File: src/sv/uwf_ram.sv
// Generic single-port-write, single-port-read RAM with registered read data.
module uwf_ram #(
  parameter int Width = 8,
  parameter int Depth = 32
) (
  input  logic                     clk,
  input  logic                     we,
  input  logic [$clog2(Depth)-1:0] waddr,
  input  logic [Width-1:0]         wdata,
  input  logic [$clog2(Depth)-1:0] raddr,
  output logic [Width-1:0]         rdata
);

  logic [Width-1:0] mem [Depth];

  always_ff @(posedge clk) begin
    if (we) mem[waddr] <= wdata;
    rdata <= mem[raddr];
  end

endmodule

File: config.mk
export PLATFORM = sky130hd
export DESIGN_NAME = uwf_ram
export DESIGN_NICKNAME = d
export VERILOG_FILES = /design/src/sv/uwf_ram.sv
export SDC_FILE = /design/constraint.sdc
export NUM_CORES = 1
export LEC_CHECK = 0
export BUFFER_PORTS_ARGS = -buffer_cell sky130_fd_sc_hd__clkbuf_2
export CAP_MARGIN = 20
export CELL_PAD_IN_SITES_DETAIL_PLACEMENT = 2
export CELL_PAD_IN_SITES_GLOBAL_PLACEMENT = 2
export CORE_MARGIN = 4
export CORE_UTILIZATION = 51
export CTS_CLUSTER_SIZE = 12
export DETAILED_ROUTE_END_ITERATION = 8
export HOLD_SLACK_MARGIN = 0.05
export PLACE_DENSITY_LB_ADDON = 0.05
export SLEW_MARGIN = 20
export SYNTH_ARGS = -nofsm -noshare
export SYNTH_HDL_FRONTEND = slang
export SYNTH_SLANG_ARGS = --single-unit
File: constraint.sdc
create_clock -name clk -period 4.43 [get_ports clk]
set_input_delay 0.6645 -clock clk [delete_from_list [all_inputs] [get_ports clk]]
set_output_delay 0.6645 -clock clk [all_outputs]
set_load 0.05 [all_outputs]
==> Yosys cells after proc, flatten, opt, wreduce, memory -nomap -nowiden <==
Memories as Yosys holds them, arrays and structs flattened. A register that Yosys moved wholly into a read port is not among the register bits.
Cells that the tools add are included.
{ "op_classes": {"n_mux": 2} }
{ "ops": {"columns": ["operator", "n"], "rows": [
  ["$mux 1", 2]
]} }
{ "word_totals": {"regBits": 0, "mem_bits_rw": 256, "input_bits": 20, "output_inout_bits": 8, "word_cells": 3, "memories": 1} }
{ "mem_list": {"columns": ["name", "depth", "width", "rd", "rd_clocked_by_memory_dff", "write_ports", "line", "rtl"], "rows": [
  ["mem", 32, 8, 1, 1, 1, "14", "logic [Width-1:0] mem [Depth];"]
]} }

==> Logic depth before layout (Yosys ltp) <==
Gate-level depths: netlist of the first run.
{ "depth": {"depth_word": 2, "mapped_depth": 5} }

==> Worst setup path after synthesis of the first run <==
OpenSTA, ideal clock, no wires.
{ "synth_path": {"kind": "input to register", "startpoint": "in raddr[2]", "endpoint": "reg rdata[0] (read register of mem)", "setup_time_ps": 121, "arrival_ps": 2346, "path_slack_ps": 1963, "stages": 5, "n_path_buf": 2, "path_cell_list": "clkbuf_1 -> clkbuf_1 -> mux4_2 -> mux4_2 -> mux2_2"} }
{ "synth_lines": {"columns": ["element", "line", "rtl"], "rows": [
  ["from (decl)", "10", "input logic [$clog2(Depth)-1:0] raddr,"],
  ["to (decl)", "11", "output logic [Width-1:0] rdata"]
]} }

==> results of run 1 <==
-- per-layer routing --
metal / up-vias / share of wire, %
li1: 1864 / -
met1: 2521 / 43
met2: 167 / 48
met3: 34 / 6.4
met4: 0 / 2.2
met5: - / 0
-- cell families (layout without fill, tap and decap cells) --
logic type | after synthesis | after routing | synth area share, %
simple gates | 45 | 45 | 2.07
mux | 88 | 88 | 18.8
flops | 264 | 264 | 78.1
buf+inv | 20 | 77 | 1.06
-- cell usage after synthesis --
library cell  count
mux2_2            8
or3_1             1
nand2_1           1
dfxtp_1           8
buf_4             6
buf_1             6
buf_2             1
mux4_2           80
clkbuf_1          6
buf_6             1
edfxtp_1        256
or3b_2            3
nand3_1           2
nor2_1           33
nand3b_1          5
-- worst max-delay path, cell delays in order --
cell and delay, ps:
buf_4 490, buf_4 450, mux4_2 550, mux4_2 480, mux2_2 280
-- how the worst min path moves through the flow --
stage / to / depth (start not counted)
after floorplan: mem[0][0] / 0
after global placement: rdata[7] / 3
after detailed placement: rdata[2] / 3
after CTS: rdata[4] / 2
after global routing: rdata[0] / 2
final: rdata[4] / 2
-- cell type report --
type	instances	area (um2)
Tap cell	265	332
Multi-Input combinational cell	133	2110
Sequential cell	264	7850
Clock buffer	38	727
Clock inverter	7	57.6
Fill cell	1573	8120
Timing Repair Buffer	32	200
-- report_power, final --
| group | internal [uW] | total (uW) | switching [uW] |
|---|---|---|---|
| registers | 2780 | 2800 | 16.2 |
| clock network | 1190 | 2070 | 880 |
| logic | 112 | 299 | 187 |
| total | 4080 | 5160 | 1080 |
-- registers in the layout, summed over array words and instances (netlist names) --
name,flops
mem,256
rdata,8
-- per-stage QoR --
step	power, uW	cells
5_1_grt	5330	739
6_report	5160	739
4_1_cts	5200	738
3_5_place_dp	3150	693
2_1_floorplan	3020	417
3_3_place_gp	3130	693
==> impl_metrics.ini, run 1 <==
[outcome]
status = finished clean

[logic_synthesis]
synth_nets = 437
syn_inst = 417
ys_warn_count = 0
yosysSeqAreaShare_pct = 78.1
synth_cell_type_count = 15
yosys.area.top_type_share_pct = 76.5
synth_area_leader_cell = edfxtp_1
synth_area_leaders = edfxtp_1 (76%), mux4_2 (18%), dfxtp_1 (1.6%)
syn_area_um2 = 10100
synth-seq-cells = 264
synth.avg_cell_area_um2 = 24.1

[place]
place_area_um2 = 10500
place.gp.congestion = 0.734
hpwl_um = 15900
post-place-ws_ps = 1280
io_buffers = 27

[worst_setup_path]
critical_path_required_ps = 4840
cp_max_fo = 29
rr_worst_depth = 3
end_kind = register
r2r-end = rdata[2]
crit_path_end = rdata[1]
r2r_setup_slack_ps = 2550
worstSetupStartpointType = primary input
crit_start = raddr[0]
arrival_ps = 2940
crit_type = in2reg
r2r_start = mem[21][2]

[die]
die_w_um = 148
die_h_um = 148
dieArea_um2 = 22000
ios = 28
start_util_pct = 51.8
core_area_um2 = 19400
row_count = 51

[power]
leakage_uw = 0.00349
vdd_drop_max_v = 0.000359
p_per_area_nw_per_um2 = 458

[run]
drv_cap = 0

[final_layout]
drive_gt1_share_pct = 33.3
fin_nets = 478
final_area_um2 = 11300
area_delta_synth_final_pct = 12.2
final_common_cell = edfxtp_1
antenna_cells = 0
final_cell_mix = edfxtp_1 (256), mux4_2 (80), nor2_1 (28)
post-route-util_pct = 58.1

[clock_network]
clk_path_buf_depth = 3
cts_inserted_buffers = 27
cts_setup_buffers = 0
cts.htree.levels = 1
cts_root_buf = clkbuf_16
cts_hold_buf = 0
post_cts_resized = 0
insertion_delay_ps = 530
cts_sinks = 264
clk_pin_slew_ps = 60
cts_tree = built

[route]
drt-total-wl_um = 25000
drc_errors = 0
ant_nets = 0
via_per_inst = 6.21
first_pass_iters = 5
wl_per_cell_um = 33.8
vias = 4586
drt_iter0_drc = 383

[timing]
tns_ps = 0
min_period_over_period_pct = 57.1
max_slew_margin_pct = 27.3
min_period_ps = 2530
finalSetupViolations = 0
hold_violations = 0
whs_ps = 640
fin_worst_skew_ps = 7.84
layout_setup_ws_ps = 1900
rsz0062_at_grt = false
fmax_mhz = 396
slew_viol_final = 0
worst_pin_slew_ps = 1090

[global_routing]
grt_max_degree = 33
grt_pass1_vias = 5048
grt-ovfl-total = 0
grt_first_pass_wirelength_um = 36800
grt_util_met3_pct = 4.97
grt_antenna_before_repair = 0
busiest_layer = met2
met2_usage_pct = 37.3
use_met1_pct = 35.0
grt_util_all_layers_pct = 23.7

[min_path]
hold_class = in2reg
hold_path.startpoint = raddr[3]
Power figures use the tool's default switching activity.
==> run 2, diff against run 1 <==
Settings changed: ABC_AREA from default to 1, CORE_UTILIZATION 51 to 43.
Clock period 4.43 ns to 2.4 ns, I/O delays scaled along.
==> impl_metrics.ini, run 2 <==
[worst_setup_path]
r2r_setup_slack_ps = 1100
worstSetupStartpointType = register
cp_max_fo = 1
rr_worst_depth = 8
path_delay_family = flip-flops
crit_type = reg2out
end_kind = primary output
critical_path_required_ps = 2040
arrival_ps = 1270
crit_path_top_delay_cell = dfxtp_1
max_stage_delay_ps = 420
crit_start = rdata[4]
cp.buffers_inverters = 1
path_cells = clkbuf_2
r2r_start = mem[10][3]
r2r-end = rdata[3]
crit_path_end = rdata[4]
path_depth = 1

[die]
die_w_um = 166
die_h_um = 166
ios = 28
start_util_pct = 44.0
core_area_um2 = 24500
dieArea_um2 = 27700
row_count = 57

[timing]
min_period_ps = 1630
rsz0062_at_grt = false
fin_worst_skew_ps = 10.2
tns_ps = 0
min_period_over_period_pct = 68.1
worst_pin_slew_ps = 905
finalSetupViolations = 0
slew_viol_final = 0
max_slew_margin_pct = 39.7
hold_violations = 0
fmax_mhz = 612

[place]
place.gp.congestion = 0.764
io_buffers = 27
hpwl_um = 20000
place_inst = 1261

[logic_synthesis]
yosys.area_share.simple_pct = 23.1
muxShareOfSynthArea_pct = 0
yosysMostFrequentCell = nand2_1
synth_edf_count = 256
synth.avg_cell_area_um2 = 11.7
yosys.area.top_type_share_pct = 71.3
syn_inst = 922
synth_top_family_by_area = simple AND/OR/NAND/NOR gates
synth_area_leader_cell = edfxtp_1
synth_compound_area_share_pct = 0
synthXorXnorAreaFrac_pct = 0
synth_cell_type_count = 12
synthArstFlopShare_pct = 0
synth_adder_area_share_pct = 0
synth_ff_type = edfxtp_1
synth_nets = 942
synth_area_leaders = edfxtp_1 (71%), nand2_1 (13%), nand3_1 (9.5%)
ys_top_cells_by_count = nand2_1 (360), edfxtp_1 (256), nand3_1 (204)
ys_warn_count = 0
synth-seq-cells = 264
syn_area_um2 = 10800
yosysSeqAreaShare_pct = 72.8

[route]
first_pass_iters = 5
drt_iter0_drc = 632
wl_per_cell_um = 25.2
via_per_inst = 5.55
ant_nets = 0
drt-total-wl_um = 33000
vias = 7292
drc_errors = 0

[clock_network]
cts_root_buf = clkbuf_16
cts.htree.levels = 1
insertion_delay_ps = 540
cts_sinks = 264
clk_pin_slew_ps = 60
post_cts_resized = 0
cts_inserted_buffers = 29
cts_tree = built
cts_setup_buffers = 0
cts_hold_buf = 0
clk_path_buf_depth = 3

[final_layout]
fin_nets = 988
antenna_cells = 0
final_cell_mix = nand2_1 (360), edfxtp_1 (256), nand3_1 (204)
largest-register = mem
fill_cells = 2449
fin_cells = 1314
regArea_um2 = 7850
area_delta_synth_final_pct = 12.8
largest_register_ffs = 256
multi_input_area_um2 = 2490
drive_gt1_share_pct = 11.4
final_common_cell = nand2_1
reg.largest.list = mem: 256 flops, rdata: 8 flops

[global_routing]
grt_antenna_before_repair = 1
met2_usage_pct = 41.7
grt_pass1_vias = 8129
grt_util_met3_pct = 2.50
use_met1_pct = 31.4
grt_max_degree = 127
grt_first_pass_wirelength_um = 50300
grt-ovfl-total = 0
busiest_layer = met2
grt_util_all_layers_pct = 23.6

[run]
drv_cap = 0

[power]
leakage_uw = 0.00456
p_per_area_nw_per_um2 = 825
vdd_drop_max_v = 0.000800

[outcome]
status = finished clean

[min_path]
hold_class = in2reg
-- run 2: worst min path at each step --
stage	slack, ps	cells past startpoint	end	startpoint
4_1_cts	230	3	rdata[0]	raddr[4]
3_3_place_gp	750	3	rdata[3]	raddr[4]
2_1_floorplan	460	0	mem[0][0]	wdata[0]
3_5_place_dp	780	3	rdata[6]	raddr[4]
6_report	240	3	rdata[0]	raddr[4]
5_1_grt	270	3	rdata[3]	raddr[4]
-- run 2: layout make-up --
class / instances / share of cell area [%]
clock buffer: 43 / 6.89
clock inverter: 10 / 0.401
inverter: 10 / 0.319
multi-input combinational: 596 / 20.5
sequential: 264 / 64.5
tap: 324 / 3.33
timing repair buffer: 67 / 4.11
-- run 2: cells by family (layout without fill, tap and decap cells) --
group | count (synthesis) | in the layout
flip-flops | 264 | 264
AND/OR/NAND/NOR | 596 | 596
buffers and inverters | 62 | 130
-- run 2: routing by layer --
layer,share of wire (%),vias to the layer above,wire (um)
met5,0.027,-,9
met4,2.7,2,903
met3,3.6,52,1190
met2,51,167,16900
met1,42,3781,14000
li1,-,3290,-
-- run 2: per-stage QoR --
stage	area (um2)	total power (uW)	util, %	hold slack (ps)	setup slack [ps]
floorplan	10800	5660	-	459	1010
global placement	11300	5920	46.0	746	441
detailed placement	11300	5960	46.0	782	330
CTS	12200	10100	49.6	228	745
global route	12200	10400	49.6	270	678
finish	12200	10000	49.6	239	765
-- run 2: worst reg2reg max path: cells and delay by family (launching register included) --
kind / cells / cell delay, ps
and+or+nand+nor: 8 / 800
DFF: 1 / 390
-- run 2: power breakdown --
| group | leakage, uW | internal (uW) | switching [uW] |
|---|---|---|---|
| Combinational | 0.00174 | 163 | 541 |
| Clock | 0.000447 | 2400 | 1780 |
| Sequential | 0.00237 | 5130 | 34.4 |
| Total | 0.00456 | 7690 | 2350 |
